`src/rtl/core/iss_pkg.sv`:
```
// Shared types and constants for the ignition spark scheduler.
// No dependencies; imported by every module of the block.
`timescale 1ns / 1ps
`default_nettype none
package iss_pkg;
    localparam int CYLINDERS   = 8;
    localparam int CYL_W       = 3;
    localparam int MEM_DEPTH   = 2 ** CYL_W;
    localparam int ANG_W       = 15;
    localparam int CFG_W       = 14;
    localparam int CFG_IDX_W   = 2;
    localparam int DIV_NUM_W   = 38;
    localparam int DIV_DEN_W   = 24;
    localparam int S_TDATA_W   = 176;
    localparam int M_TDATA_W   = 88;

    localparam logic [CFG_IDX_W-1:0] REG_PREPARE = 2'd0;
    localparam logic [CFG_IDX_W-1:0] REG_SLEW_UP = 2'd1;
    localparam logic [CFG_IDX_W-1:0] REG_SLEW_DN = 2'd2;

    localparam logic [CFG_W-1:0] SLEW_RESET = 14'd16;

    localparam int FLAG_INIT  = 0;
    localparam int FLAG_SCHED = 1;
    localparam int FLAG_IGN   = 2;
    localparam int FLAG_SLEW  = 3;

    typedef struct packed {
        logic                 start;
        logic [DIV_NUM_W-1:0] num;
        logic [DIV_DEN_W-1:0] den;
    } div_req_t;

    typedef struct packed {
        logic                 done;
        logic [DIV_NUM_W-1:0] quo;
    } div_rsp_t;

    typedef struct packed {
        logic signed [ANG_W-1:0] slewed;
        logic signed [ANG_W-1:0] dts;
        logic [3:0]              flags;
    } cyl_entry_t;
endpackage
`default_nettype wire

```
`src/rtl/core/iss_div.sv`:
```
// Iterative unsigned divider, two quotient bits per cycle.
// Depends on iss_pkg for widths and the request/response structs.
`timescale 1ns / 1ps
`default_nettype none
module iss_div
    import iss_pkg::*;
(
    input  wire logic     aclk,
    input  wire logic     aresetn,
    input  wire div_req_t req,
    output div_rsp_t      rsp
);
    localparam int STEPS = DIV_NUM_W / 2;
    localparam int CNT_W = $clog2(STEPS + 1);

    logic [DIV_DEN_W:0]   rem_reg, rem_next;
    logic [DIV_NUM_W-1:0] quo_reg, quo_next;
    logic [DIV_DEN_W-1:0] den_reg;
    logic [CNT_W-1:0]     cnt_reg;
    logic                 busy_reg, done_reg;

    always_comb begin
        logic [DIV_DEN_W:0]   r;
        logic [DIV_NUM_W-1:0] q;
        r = rem_reg;
        q = quo_reg;
        for (int i = 0; i < 2; i++) begin
            r = {r[DIV_DEN_W-1:0], q[DIV_NUM_W-1]};
            q = {q[DIV_NUM_W-2:0], 1'b0};
            if (r >= {1'b0, den_reg}) begin
                r = r - {1'b0, den_reg};
                q[0] = 1'b1;
            end
        end
        rem_next = r;
        quo_next = q;
    end

    always_ff @(posedge aclk) begin
        if (!aresetn) begin
            busy_reg <= 1'b0;
            done_reg <= 1'b0;
            cnt_reg  <= '0;
        end else begin
            done_reg <= 1'b0;
            if (req.start) begin
                busy_reg <= 1'b1;
                cnt_reg  <= CNT_W'(STEPS);
            end else if (busy_reg) begin
                cnt_reg <= cnt_reg - 1'b1;
                if (cnt_reg == CNT_W'(1)) begin
                    busy_reg <= 1'b0;
                    done_reg <= 1'b1;
                end
            end
        end
    end

    always_ff @(posedge aclk) begin
        if (req.start) begin
            rem_reg <= '0;
            quo_reg <= req.num;
            den_reg <= req.den;
        end else if (busy_reg) begin
            rem_reg <= rem_next;
            quo_reg <= quo_next;
        end
    end

    assign rsp.done = done_reg;
    assign rsp.quo  = quo_reg;
endmodule
`default_nettype wire

```
`src/rtl/core/ignition_spark_scheduler_unit.sv`:
```
// A request passes through a slew divide and, on the full timing path, a dwell divide;
// the path is cut short when the prepare window is not reached, without the dwell divide
// and on a clear request, and an out-of-range cylinder skips both; output stalls add.
// One request at a time; the next is taken the cycle after the result is posted.
// A new request may be taken while the previous result still waits on the master side.
// Reset: synchronous, active low; clears all cylinder state through per-entry valid bits.
`timescale 1ns / 1ps
`default_nettype none
module ignition_spark_scheduler_unit
    import iss_pkg::*;
(
    input  wire logic                  aclk,
    input  wire logic                  aresetn,
    // slave: cylinder, requested_advance, trim_advance, crank_position, edge_time,
    // edge_delta, crank_period, time_per_degree, dwell_time, full_cycle,
    // slew_allowed, clear, fire_enable (lowest bit first)
    input  wire logic                  s_axis_tvalid,
    output logic                       s_axis_tready,
    input  wire logic [S_TDATA_W-1:0]  s_axis_tdata,
    // master: fire_valid, fire_cylinder, coil_on_time, spark_time,
    // applied_advance (lowest bit first)
    output logic                       m_axis_tvalid,
    input  wire logic                  m_axis_tready,
    output logic [M_TDATA_W-1:0]       m_axis_tdata,
    input  wire logic                  cfg_valid,
    output logic                       cfg_ready,
    input  wire logic [CFG_IDX_W-1:0]  cfg_index,
    input  wire logic [CFG_W-1:0]      cfg_data
);
    localparam logic [3:0] ST_IDLE  = 4'd0;
    localparam logic [3:0] ST_READ  = 4'd1;
    localparam logic [3:0] ST_MUL   = 4'd2;
    localparam logic [3:0] ST_DIVS  = 4'd3;
    localparam logic [3:0] ST_ADV   = 4'd4;
    localparam logic [3:0] ST_CUR   = 4'd5;
    localparam logic [3:0] ST_DIVD  = 4'd6;
    localparam logic [3:0] ST_COND  = 4'd7;
    localparam logic [3:0] ST_MULH  = 4'd8;
    localparam logic [3:0] ST_MULL  = 4'd9;
    localparam logic [3:0] ST_OFF   = 4'd10;
    localparam logic [3:0] ST_COIL  = 4'd11;
    localparam logic [3:0] ST_WB    = 4'd12;

    logic [3:0] state_reg;

    logic [CFG_W-1:0] prep_reg, slew_up_reg, slew_dn_reg;

    // latched request fields
    logic [CYL_W-1:0]        cyl_reg;
    logic signed [ANG_W-1:0] req_reg, trim_reg, pos_reg;
    logic [31:0]             etime_reg;
    logic [23:0]             delta_reg, period_reg, tpd_reg;
    logic [15:0]             dwell_reg;
    logic                    full_reg, slew_ok_reg, clear_reg, fire_en_reg, oor_reg;

    cyl_entry_t mem [MEM_DEPTH];
    cyl_entry_t rd_data_reg;
    logic [MEM_DEPTH-1:0] vld_reg;
    logic rd_vld_reg;

    logic signed [ANG_W-1:0] old_reg, prev_reg, slewed_reg, adv_reg, cur_reg;
    logic [3:0]              f_reg;
    logic signed [ANG_W:0]   diff_reg;
    logic signed [29:0]      diff2_reg;
    logic [28:0]             mag_reg;
    logic                    neg_reg, fire_reg;
    logic [36:0]             pph_reg;
    logic [39:0]             ppl_reg;
    logic [31:0]             off_reg, coil_reg;

    logic                    out_valid_reg;
    logic [M_TDATA_W-1:0]    out_data_reg;

    logic                    div_start_reg;
    logic [DIV_NUM_W-1:0]    div_num_reg;
    logic [DIV_DEN_W-1:0]    div_den_reg;
    div_req_t                div_req;
    div_rsp_t                div_rsp;

    assign div_req = '{start: div_start_reg, num: div_num_reg, den: div_den_reg};

    iss_div u_div (
        .aclk    (aclk),
        .aresetn (aresetn),
        .req     (div_req),
        .rsp     (div_rsp)
    );

    assign s_axis_tready = (state_reg == ST_IDLE);
    assign cfg_ready     = 1'b1;
    assign m_axis_tvalid = out_valid_reg;
    assign m_axis_tdata  = out_data_reg;

    wire s_fire   = s_axis_tvalid && s_axis_tready;
    wire out_free = !out_valid_reg || m_axis_tready;
    wire [CYL_W-1:0] s_cyl = s_axis_tdata[2:0];

    // combinational helpers
    logic signed [ANG_W:0]   adv_sum;
    logic signed [16:0]      dts_full;
    logic signed [ANG_W-1:0] cur_sat;
    logic signed [ANG_W:0]   jump;
    logic                    hold;
    logic [3:0]              f_cur;
    logic [15:0]             diff_mag;
    logic [37:0]             addm;
    logic signed [ANG_W-1:0] slew_new;
    logic signed [30:0]      lead;
    logic [52:0]             psum;

    always_comb begin
        diff_mag = diff_reg[ANG_W] ? 16'(-diff_reg) : 16'(diff_reg);
        addm = (div_rsp.quo > {22'd0, diff_mag}) ? {22'd0, diff_mag} : div_rsp.quo;
        if (f_reg[FLAG_SLEW] && slew_ok_reg) begin
            if (diff_reg[ANG_W])
                slew_new = ANG_W'({old_reg[ANG_W-1], old_reg} - signed'({1'b0, addm[14:0]}));
            else
                slew_new = ANG_W'({old_reg[ANG_W-1], old_reg} + signed'({1'b0, addm[14:0]}));
        end else begin
            slew_new = req_reg;
        end

        adv_sum = {slewed_reg[ANG_W-1], slewed_reg} + {trim_reg[ANG_W-1], trim_reg};

        if (17'(pos_reg) < -17'(adv_reg))
            dts_full = -17'(pos_reg) - 17'(adv_reg);
        else
            dts_full = (full_reg ? 17'sd11520 : 17'sd5760) - 17'(pos_reg) - 17'(adv_reg);
        if (dts_full > 17'sd16383)
            cur_sat = 15'sd16383;
        else if (dts_full < -17'sd16384)
            cur_sat = -15'sd16384;
        else
            cur_sat = dts_full[ANG_W-1:0];
        jump = {cur_sat[ANG_W-1], cur_sat} - {prev_reg[ANG_W-1], prev_reg};
        // hold small forward jumps
        hold = (jump > 0) && (jump < 16'sd2880);

        f_cur = f_reg;
        if (f_reg[FLAG_INIT]) begin
            if (f_reg[FLAG_SCHED] || f_reg[FLAG_IGN]) begin
                if (!hold && (jump > 16'sd1440)) begin
                    if (f_reg[FLAG_SCHED]) begin
                        f_cur[FLAG_IGN]   = 1'b1;
                        f_cur[FLAG_SCHED] = 1'b0;
                    end
                end else begin
                    f_cur[FLAG_IGN] = 1'b0;
                end
            end
        end else begin
            f_cur[FLAG_INIT]  = 1'b1;
            f_cur[FLAG_IGN]   = 1'b1;
            f_cur[FLAG_SCHED] = 1'b0;
        end

        lead = {diff2_reg[29], diff2_reg} - signed'({17'd0, prep_reg});
        psum = {pph_reg, 16'd0} + {13'd0, ppl_reg};
    end

    always_ff @(posedge aclk) begin
        if (!aresetn) begin
            prep_reg    <= '0;
            slew_up_reg <= SLEW_RESET;
            slew_dn_reg <= SLEW_RESET;
        end else if (cfg_valid) begin
            case (cfg_index)
                REG_PREPARE: prep_reg    <= cfg_data;
                REG_SLEW_UP: slew_up_reg <= cfg_data;
                REG_SLEW_DN: slew_dn_reg <= cfg_data;
                default: ;
            endcase
        end
    end

    // control
    always_ff @(posedge aclk) begin
        if (!aresetn) begin
            state_reg     <= ST_IDLE;
            vld_reg       <= '0;
            out_valid_reg <= 1'b0;
            div_start_reg <= 1'b0;
        end else begin
            div_start_reg <= 1'b0;
            if (out_valid_reg && m_axis_tready)
                out_valid_reg <= 1'b0;
            case (state_reg)
                ST_IDLE: if (s_fire) begin
                    state_reg <= (4'(s_cyl) >= 4'(CYLINDERS)) ? ST_WB : ST_READ;
                end
                ST_READ: state_reg <= ST_MUL;
                ST_MUL: begin
                    div_start_reg <= 1'b1;
                    state_reg <= ST_DIVS;
                end
                ST_DIVS: if (div_rsp.done) state_reg <= ST_ADV;
                ST_ADV:  state_reg <= clear_reg ? ST_WB : ST_CUR;
                ST_CUR: begin
                    if (f_reg[FLAG_INIT] && !f_reg[FLAG_SCHED] && !f_reg[FLAG_IGN]) begin
                        div_start_reg <= 1'b1;
                        state_reg <= ST_DIVD;
                    end else begin
                        state_reg <= ST_WB;
                    end
                end
                ST_DIVD: if (div_rsp.done) state_reg <= ST_COND;
                ST_COND: state_reg <= lead[30] ? ST_MULH : ST_WB;
                ST_MULH: state_reg <= ST_MULL;
                ST_MULL: state_reg <= ST_OFF;
                ST_OFF:  state_reg <= ST_COIL;
                ST_COIL: state_reg <= ST_WB;
                ST_WB: if (out_free) begin
                    out_valid_reg <= 1'b1;
                    if (!oor_reg) vld_reg[cyl_reg] <= 1'b1;
                    state_reg <= ST_IDLE;
                end
                default: state_reg <= ST_IDLE;
            endcase
        end
    end

    // datapath
    always_ff @(posedge aclk) begin
        case (state_reg)
            ST_IDLE: begin
                cyl_reg     <= s_cyl;
                req_reg     <= s_axis_tdata[17:3];
                trim_reg    <= s_axis_tdata[32:18];
                pos_reg     <= s_axis_tdata[47:33];
                etime_reg   <= s_axis_tdata[79:48];
                delta_reg   <= s_axis_tdata[103:80];
                period_reg  <= (s_axis_tdata[127:104] == '0) ? 24'd1 : s_axis_tdata[127:104];
                tpd_reg     <= (s_axis_tdata[151:128] == '0) ? 24'd1 : s_axis_tdata[151:128];
                dwell_reg   <= s_axis_tdata[167:152];
                full_reg    <= s_axis_tdata[168];
                slew_ok_reg <= s_axis_tdata[169];
                clear_reg   <= s_axis_tdata[170];
                fire_en_reg <= s_axis_tdata[171];
                oor_reg     <= (4'(s_cyl) >= 4'(CYLINDERS));
                rd_data_reg <= mem[s_cyl];
                rd_vld_reg  <= vld_reg[s_cyl];
                fire_reg    <= 1'b0;
                adv_reg     <= '0;
            end
            ST_READ: begin
                // an entry never written since reset reads as cleared state
                old_reg  <= rd_vld_reg ? rd_data_reg.slewed : '0;
                prev_reg <= rd_vld_reg ? rd_data_reg.dts    : '0;
                f_reg    <= rd_vld_reg ? rd_data_reg.flags  : '0;
                diff_reg <= {req_reg[ANG_W-1], req_reg}
                            - (rd_vld_reg ? {rd_data_reg.slewed[ANG_W-1], rd_data_reg.slewed}
                                          : 16'sd0);
            end
            ST_MUL: begin
                div_num_reg <= 38'(diff_reg > 0 ? slew_up_reg : slew_dn_reg) * 38'(delta_reg);
                div_den_reg <= period_reg;
            end
            ST_DIVS: if (div_rsp.done) begin
                slewed_reg <= slew_new;
                f_reg[FLAG_SLEW] <= 1'b1;
            end
            ST_ADV: begin
                if (adv_sum > 16'sd16383)
                    adv_reg <= 15'sd16383;
                else if (adv_sum < -16'sd16384)
                    adv_reg <= -15'sd16384;
                else
                    adv_reg <= adv_sum[ANG_W-1:0];
                if (clear_reg) begin
                    cur_reg <= '0;
                    f_reg   <= f_reg & 4'b1000;
                end
            end
            ST_CUR: begin
                div_num_reg <= {10'd0, dwell_reg, 12'd0};
                div_den_reg <= tpd_reg;
                cur_reg     <= (f_reg[FLAG_INIT] && hold) ? prev_reg : cur_sat;
                f_reg       <= f_cur;
            end
            ST_DIVD: if (div_rsp.done) begin
                diff2_reg <= 30'(cur_reg) - signed'({2'd0, div_rsp.quo[27:0]});
            end
            ST_COND: begin
                neg_reg <= diff2_reg[29];
                mag_reg <= diff2_reg[29] ? 29'(-diff2_reg) : 29'(diff2_reg);
                if (lead[30]) begin
                    f_reg[FLAG_SCHED] <= 1'b1;
                    fire_reg <= fire_en_reg;
                end
            end
            ST_MULH: pph_reg <= 37'(mag_reg[28:16]) * 37'(tpd_reg);
            ST_MULL: ppl_reg <= 40'(mag_reg[15:0]) * 40'(tpd_reg);
            ST_OFF:  off_reg <= psum[43:12];
            ST_COIL: coil_reg <= neg_reg ? etime_reg - off_reg : etime_reg + off_reg;
            ST_WB: if (out_free) begin
                // fire_reg and adv_reg stay clear for an out-of-range cylinder
                out_data_reg <= {5'd0, adv_reg,
                                 fire_reg ? coil_reg + {16'd0, dwell_reg} : 32'd0,
                                 fire_reg ? coil_reg : 32'd0,
                                 cyl_reg, fire_reg};
                if (!oor_reg) begin
                    mem[cyl_reg] <= '{slewed: slewed_reg, dts: cur_reg, flags: f_reg};
                end
            end
            default: ;
        endcase
    end
endmodule
`default_nettype wire

```
`config.mk`:
```
export PLATFORM = sky130hd
export DESIGN_NAME = ignition_spark_scheduler_unit
export DESIGN_NICKNAME = d
export VERILOG_FILES = /design/src/rtl/core/iss_pkg.sv /design/src/rtl/core/iss_div.sv /design/src/rtl/core/ignition_spark_scheduler_unit.sv
export SDC_FILE = /design/constraint.sdc
export NUM_CORES = 2
export LEC_CHECK = 0
export BUFFER_PORTS_ARGS = -buffer_cell sky130_fd_sc_hd__buf_2
export CORE_ASPECT_RATIO = 1.4
export CORE_UTILIZATION = 31
export CTS_BUF_LIST = sky130_fd_sc_hd__clkbuf_8
export DETAILED_ROUTE_END_ITERATION = 8
export HOLD_SLACK_MARGIN = 0.15
export SYNTH_ARGS = -nofsm -noshare
export SYNTH_HDL_FRONTEND = slang
export SYNTH_SLANG_ARGS = --single-unit
```
`constraint.sdc`:
```
create_clock -name aclk -period 25.2 [get_ports aclk]
set_input_delay 5.04 -clock aclk [delete_from_list [all_inputs] [get_ports aclk]]
set_output_delay 5.04 -clock aclk [all_outputs]
set_load 0.01 [all_outputs]
```
== Word level (Yosys, flattened, before mapping) ==
Memory sizes are Yosys's and may differ from the RTL's. A register that Yosys moved wholly into a read port is not among the register bits.
Cells that the tools add are included.
Widths: inputs -> output; s select.
Storage, ports and cells
  flip-flop bits (word level): 755
  RAM bits: 272
  output and inout bits: 91
  word-level logic and storage cells: 227
  memories: 1
Operators by class
  $add $sub $neg: 21
  multipliers: 3
  magnitude comparators: 15
  eq/ne operators: 24
  multiplexer cells: 67
  bitwise operators: 4
  reduce and logical (&&, ||, !) cells: 42
Memories
  mem: words 8, bits a word 34, rd ports 1, clocked after memory_dff 1, write ports 1, RTL line ignition_spark_scheduler_unit.sv:56  | cyl_entry_t mem [MEM_DEPTH];
Operators with widths (count)
  $mux 15: 9
  $mux 38: 2
  $pmux 38 s2: 1
  $pmux 15 s2: 2
  $pmux 4 s13: 1
  $ge 25x24->1: 2
  $logic_not 24->1: 2
  $mux 24: 2
  $pmux 24 s2: 1
  $sub 24x24->24: 2
  $add 44x40->44: 1
  $mul 16x24->40: 1
  $gt 38x16->1: 1
  $mul 14x24->38: 1
  $neg 15->17: 2
  $add 32x16->32: 1
  $add 32x32->32: 1
  $gt 16x1->1 const B: 2
  $mux 16: 2
  $mux 32: 1
  $sub 15x15->16: 2
  $sub 32x32->32: 1
  $sub 30x15->31: 1
  $sub 15x29->30: 1
  59 further kinds: 134

== Depth between registers and ports, before layout ==
  depth in word-level cells: 16
  depth in mapped cells: 35

== Modules after synthesis ==
A second synthesis with hierarchy kept.
Second synthesis, totals
  cells, all modules: 7567
  area total of the unflattened synthesis: 82071.2 um^2
By module, submodules not included
  ignition_spark_scheduler_unit: instances 1, cells each 6929, area each 75563.7 um^2, sequential area each 28147.0 um^2
  iss_div: instances 1, cells each 638, area each 6507.5 um^2, sequential area each 2482.4 um^2

== Least setup slack after synthesis ==
No wires, ideal clock.
  path type: register -> output
  start point: register state_reg[2]
  end point: output port s_axis_tready
  data arrival time: 15.069 ns
  slack: 5.091 ns
  cell stages (with the launch flop): 4
  path buffers: 2
  cells stage by stage: dfxtp_1 -> clkbuf_1 -> buf_1 -> nor3_1
Between the ends
  cells in the longest elaborated chain, start to end: 1
RTL lines
  from (decl): RTL line ignition_spark_scheduler_unit.sv:44  | logic [3:0] state_reg;
  from (signal assigned): RTL line ignition_spark_scheduler_unit.sv:189  | state_reg <= (4'(s_cyl) >= 4'(CYLINDERS)) ? ST_WB : ST_READ;
  from (signal assigned): RTL line ignition_spark_scheduler_unit.sv:197  | ST_ADV: state_reg <= clear_reg ? ST_WB : ST_CUR;
  from (signal assigned): RTL line ignition_spark_scheduler_unit.sv:207  | ST_COND: state_reg <= lead[30] ? ST_MULH : ST_WB;
  $logic_not 4->1: RTL line ignition_spark_scheduler_unit.sv:89  | assign s_axis_tready = (state_reg == ST_IDLE);
  to (decl): RTL line ignition_spark_scheduler_unit.sv:18  | output logic s_axis_tready,
Every way passes these cells.

== Worst setup path in the final report ==
  start point: register diff_reg[0]
  end point: register div_num_reg[37] (data pin)
Between the ends
  cells in the longest elaborated chain, start to end: 4
RTL lines
  from (decl): RTL line ignition_spark_scheduler_unit.sv:63  | logic signed [ANG_W:0] diff_reg;
  from (signal assigned): RTL line ignition_spark_scheduler_unit.sv:250  | diff_reg <= {req_reg[ANG_W-1], req_reg}
  $gt 16x1->1: RTL line ignition_spark_scheduler_unit.sv:255  | div_num_reg <= 38'(diff_reg > 0 ? slew_up_reg : slew_dn_reg) * 38'(delta_reg);
  $mux 14: RTL line ignition_spark_scheduler_unit.sv:255
  $mul 14x24->38: RTL line ignition_spark_scheduler_unit.sv:255
  $pmux 38 s2: RTL line ignition_spark_scheduler_unit.sv:224  | case (state_reg)
  to (signal assigned): RTL line ignition_spark_scheduler_unit.sv:255
  to (signal assigned): RTL line ignition_spark_scheduler_unit.sv:275  | div_num_reg <= {10'd0, dwell_reg, 12'd0};
  to (decl): RTL line ignition_spark_scheduler_unit.sv:75  | logic [DIV_NUM_W-1:0] div_num_reg;
Every way passes these cells.
A chain may end at the register's enable or synchronous reset.

==> results.json <==
{
  "status": "completed",
  "worstPathRequired_ns": 25.79,
  "synth_cell_types": 89,
  "totalWireLength_um": 225000,
  "ant_nets": 0,
  "synth_flop_cell": "edfxtp_1",
  "ys_seq_elements": 1049,
  "layout_min_cycle_time_ns": 9.029,
  "cts.repair.resized": 0,
  "synth-edff-count": 962,
  "reg2reg_from": "diff_reg[0]",
  "core_area_um2": 264200,
  "max_cap_violations": 0,
  "final_hold_viol_count": 0,
  "initial_core_util": 0.3125,
  "post-route-drc-count": 0,
  "syn-mean-instance-area_um2": 10.74,
  "grt_pass1_wl_um": 347300,
  "maxSlewHeadroom": 0.1481,
  "grt_antenna_before_repair": 44,
  "hold_path.startpoint": "div_den_reg[19]",
  "cts_buffers": 179,
  "drt_pass1_iterations": 6,
  "crit_type": "flop to flop",
  "yosys.area.top_type_share": 0.3498,
  "cts_tree": "yes",
  "vias": 57250,
  "postCtsSetupBuffers": 0,
  "rsz0062_at_grt": "no",
  "drt_iter0_markers": 3568,
  "pre_cts_ws_ns": 16.20,
  "die-area_um2": 268500,
  "ys_top_cells_by_area": "edfxtp_1 35%, fa_1 19%, ha_1 8.5%, nand2_1 4.7%, inv_1 4.5%",
  "grt_max_degree": 75,
  "cts_root_buf": "clkbuf_8",
  "p_leak_nw": 38.08,
  "async_flop_share": 0,
  "finalSetupViolCount": 0,
  "die_x_um": 438.2,
  "gp_congestion": 0.8930,
  "htree_levels": 4,
  "cts_sinks": 1049,
  "final.setup.tns_ns": 0,
  "seq_area_frac_synth": 0.3709,
  "synth_cells": 7690,
  "port-buffer-count": 277,
  "detail_route.vias_per_cell": 4.965,
  "ys.warnings.count": 0,
  "hpwl_um": 169000,
  "synthesis.area_um2": 82580,
  "worstSetupEndpointType": "flop",
  "cp_max_fo": 24,
  "fin_crit_sh": 0.3583,
  "grt_usage": 0.1666,
  "worstMarginPinSlew_ns": 1.266,
  "boundaryPins": 288,
  "rows": 223,
  "irDropWorstVdd_uv": 201.5,
  "regMostFlops": "mem",
  "crit_arrival_ns": 9.61,
  "drive_gt1_frac": 0.1043,
  "power_density_nw_per_um2": 119.3,
  "cp-startpoint": "diff_reg[0]",
  "largest_reg_flops": 272,
  "grt_pass1_vias": 61090,
  "clkTransAtPathRegs_ns": 0.07,
  "fin_skew_ns": 0.1016,
  "finalNetCount": 9440,
  "cts_hold_buffers": 0,
  "clkLatencyLatePin_ns": 0.92,
  "finalMaxSlewViolations": 0,
  "synth_area_leader_cell": "edfxtp_1",
  "detail_route.wl_per_cell_um": 19.51,
  "grt_overflow": 0,
  "fmax_mhz": 110.8,
  "min-delay-path-class": "flop to flop",
  "syn_to_final_growth_pct": 10.46,
  "die_y_um": 612.7,
  "clockBufferDepth": 4,
  "critPathLaunchType": "flop",
  "setup_ws_ns": 16.17
}
==> through the flow <==
| stage | util | cell area (µm²) | hold WS [ns] | total power [mW] | cells |
|---|---|---|---|---|---|
| 2_1_floorplan | - | 82590 | 0.4003 | 7.748 | 7694 |
| 4_1_cts | 0.3450 | 91160 | 0.3363 | 10.98 | 11510 |
| 6_report | 0.3452 | 91220 | 0.3440 | 10.88 | 11530 |
| 5_1_grt | 0.3451 | 91180 | 0.3416 | 11.93 | 11520 |
| 3_5_place_dp | 0.3324 | 87840 | 0.4070 | 9.431 | 11200 |
| 3_3_place_gp | 0.3324 | 87840 | 0.4063 | 9.268 | 11200 |
==> report_power, final <==
group / switching [mW] / internal (mW)
logic: 3.96 / 2.95
registers: 0.122 / 2.35
clock network: 0.737 / 0.758
==> worst max-delay path: stages, from the launching register on <==
cell	delay, ns
edfxtp_1	0.51
inv_1	0.12
ha_1	0.23
nor3b_1	0.38
nand3_1	0.19
inv_1	0.12
a21oi_2	0.05
buf_4	0.25
mux2_2	0.68
nand2_1	0.17
fa_1	0.55
inv_1	0.06
fa_1	0.51
fa_1	0.53
fa_1	0.52
fa_1	0.54
fa_1	0.49
ha_1	0.38
a21o_1	0.18
a21o_1	0.19
a2111oi_0	0.45
nand3_1	0.17
a221o_1	0.40
a21oi_1	0.31
a211oi_1	0.16
o21ai_0	0.25
mux2i_1	0.22
nand3_1	0.08
==> synthesized netlist by cell type, drive strengths merged (17+ instances only) <==
| master | number |
|---|---|
| o21a | 82 |
| buf | 30 |
| nor2 | 346 |
| fa | 791 |
| and2 | 319 |
| o21ai | 241 |
| a211oi | 48 |
| nand2b | 60 |
| mux4 | 75 |
| a31oi | 25 |
| o31ai | 38 |
| mux2i | 38 |
| nand3 | 83 |
| a21oi | 304 |
| dfxtp | 87 |
| a21o | 101 |
| a21boi | 68 |
| inv | 981 |
| o211ai | 21 |
| o21bai | 29 |
| o41ai | 17 |
| mux2 | 73 |
| nor2b | 153 |
| or3 | 39 |
| ha | 563 |
| nand4 | 29 |
| clkbuf | 329 |
| xor2 | 96 |
| nor4 | 38 |
| nand2 | 1025 |
| edfxtp | 962 |
| or2 | 20 |
| nor3 | 96 |
| xnor2 | 262 |
| and3 | 33 |
==> layer usage <==
metal	track usage	share of wire	up-vias
met3	0.02991	0.059	531
met1	0.1867	0.38	28850
met4	0.07994	0.049	18
li1	-	-	26210
met5	0	0.00053	-
met2	0.3023	0.51	1651
==> placed cells by master (no fill, tap or decap), drive strengths merged, types with 73 or more instances in the layout <==
cell       n
clkbuf   182
xor2      96
ha       563
edfxtp   962
dfxtp     87
o21a      82
a21o     101
mux4      75
and2     319
nor3      96
clkinv    74
o21ai    241
nand3     83
nor2b    153
nor2     346
fa       791
buf      373
a21oi    304
xnor2    262
nand2   1025
mux2      73
inv     1028
==> area by class of cell <==
class / instances / area, µm²
multi-input cells: 5304 / 47050
fillers: 26300 / 173000
clock buffers: 182 / 2505
inverters: 982 / 3686
diodes: 21 / 52.55
flip-flops and latches: 1049 / 30630
well taps: 3487 / 4363
clock inverters: 134 / 822.0
repair buffers: 373 / 2110
==> cell families (layout without fill, tap and decap cells) <==
logic type	count (synthesis)	in the layout	share of synthesized area
AO/OA/AOI/OAI	1099	1099	0.08579
flip-flops	1049	1049	0.3709
XOR/XNOR	358	358	0.03797
other	2	27	0.00009094
buffers and inverters	1341	1671	0.06145
adder cells (fa/ha/maj)	1354	1354	0.2771
multiplexers	186	186	0.03502
AND/OR/NAND/NOR	2301	2301	0.1317
==> worst paths after layout <==
path | depth (start not counted) | endpoint | slack, ns
setup / recovery | 27 | div_num_reg[37] | 16.17
hold / removal | 0 | u_div.den_reg[19] | 0.34
setup reg to reg | 27 | div_num_reg[37] | 16.17
hold reg to reg | 0 | u_div.den_reg[19] | 0.34
No activity file was read; power rests on OpenSTA's default activity.
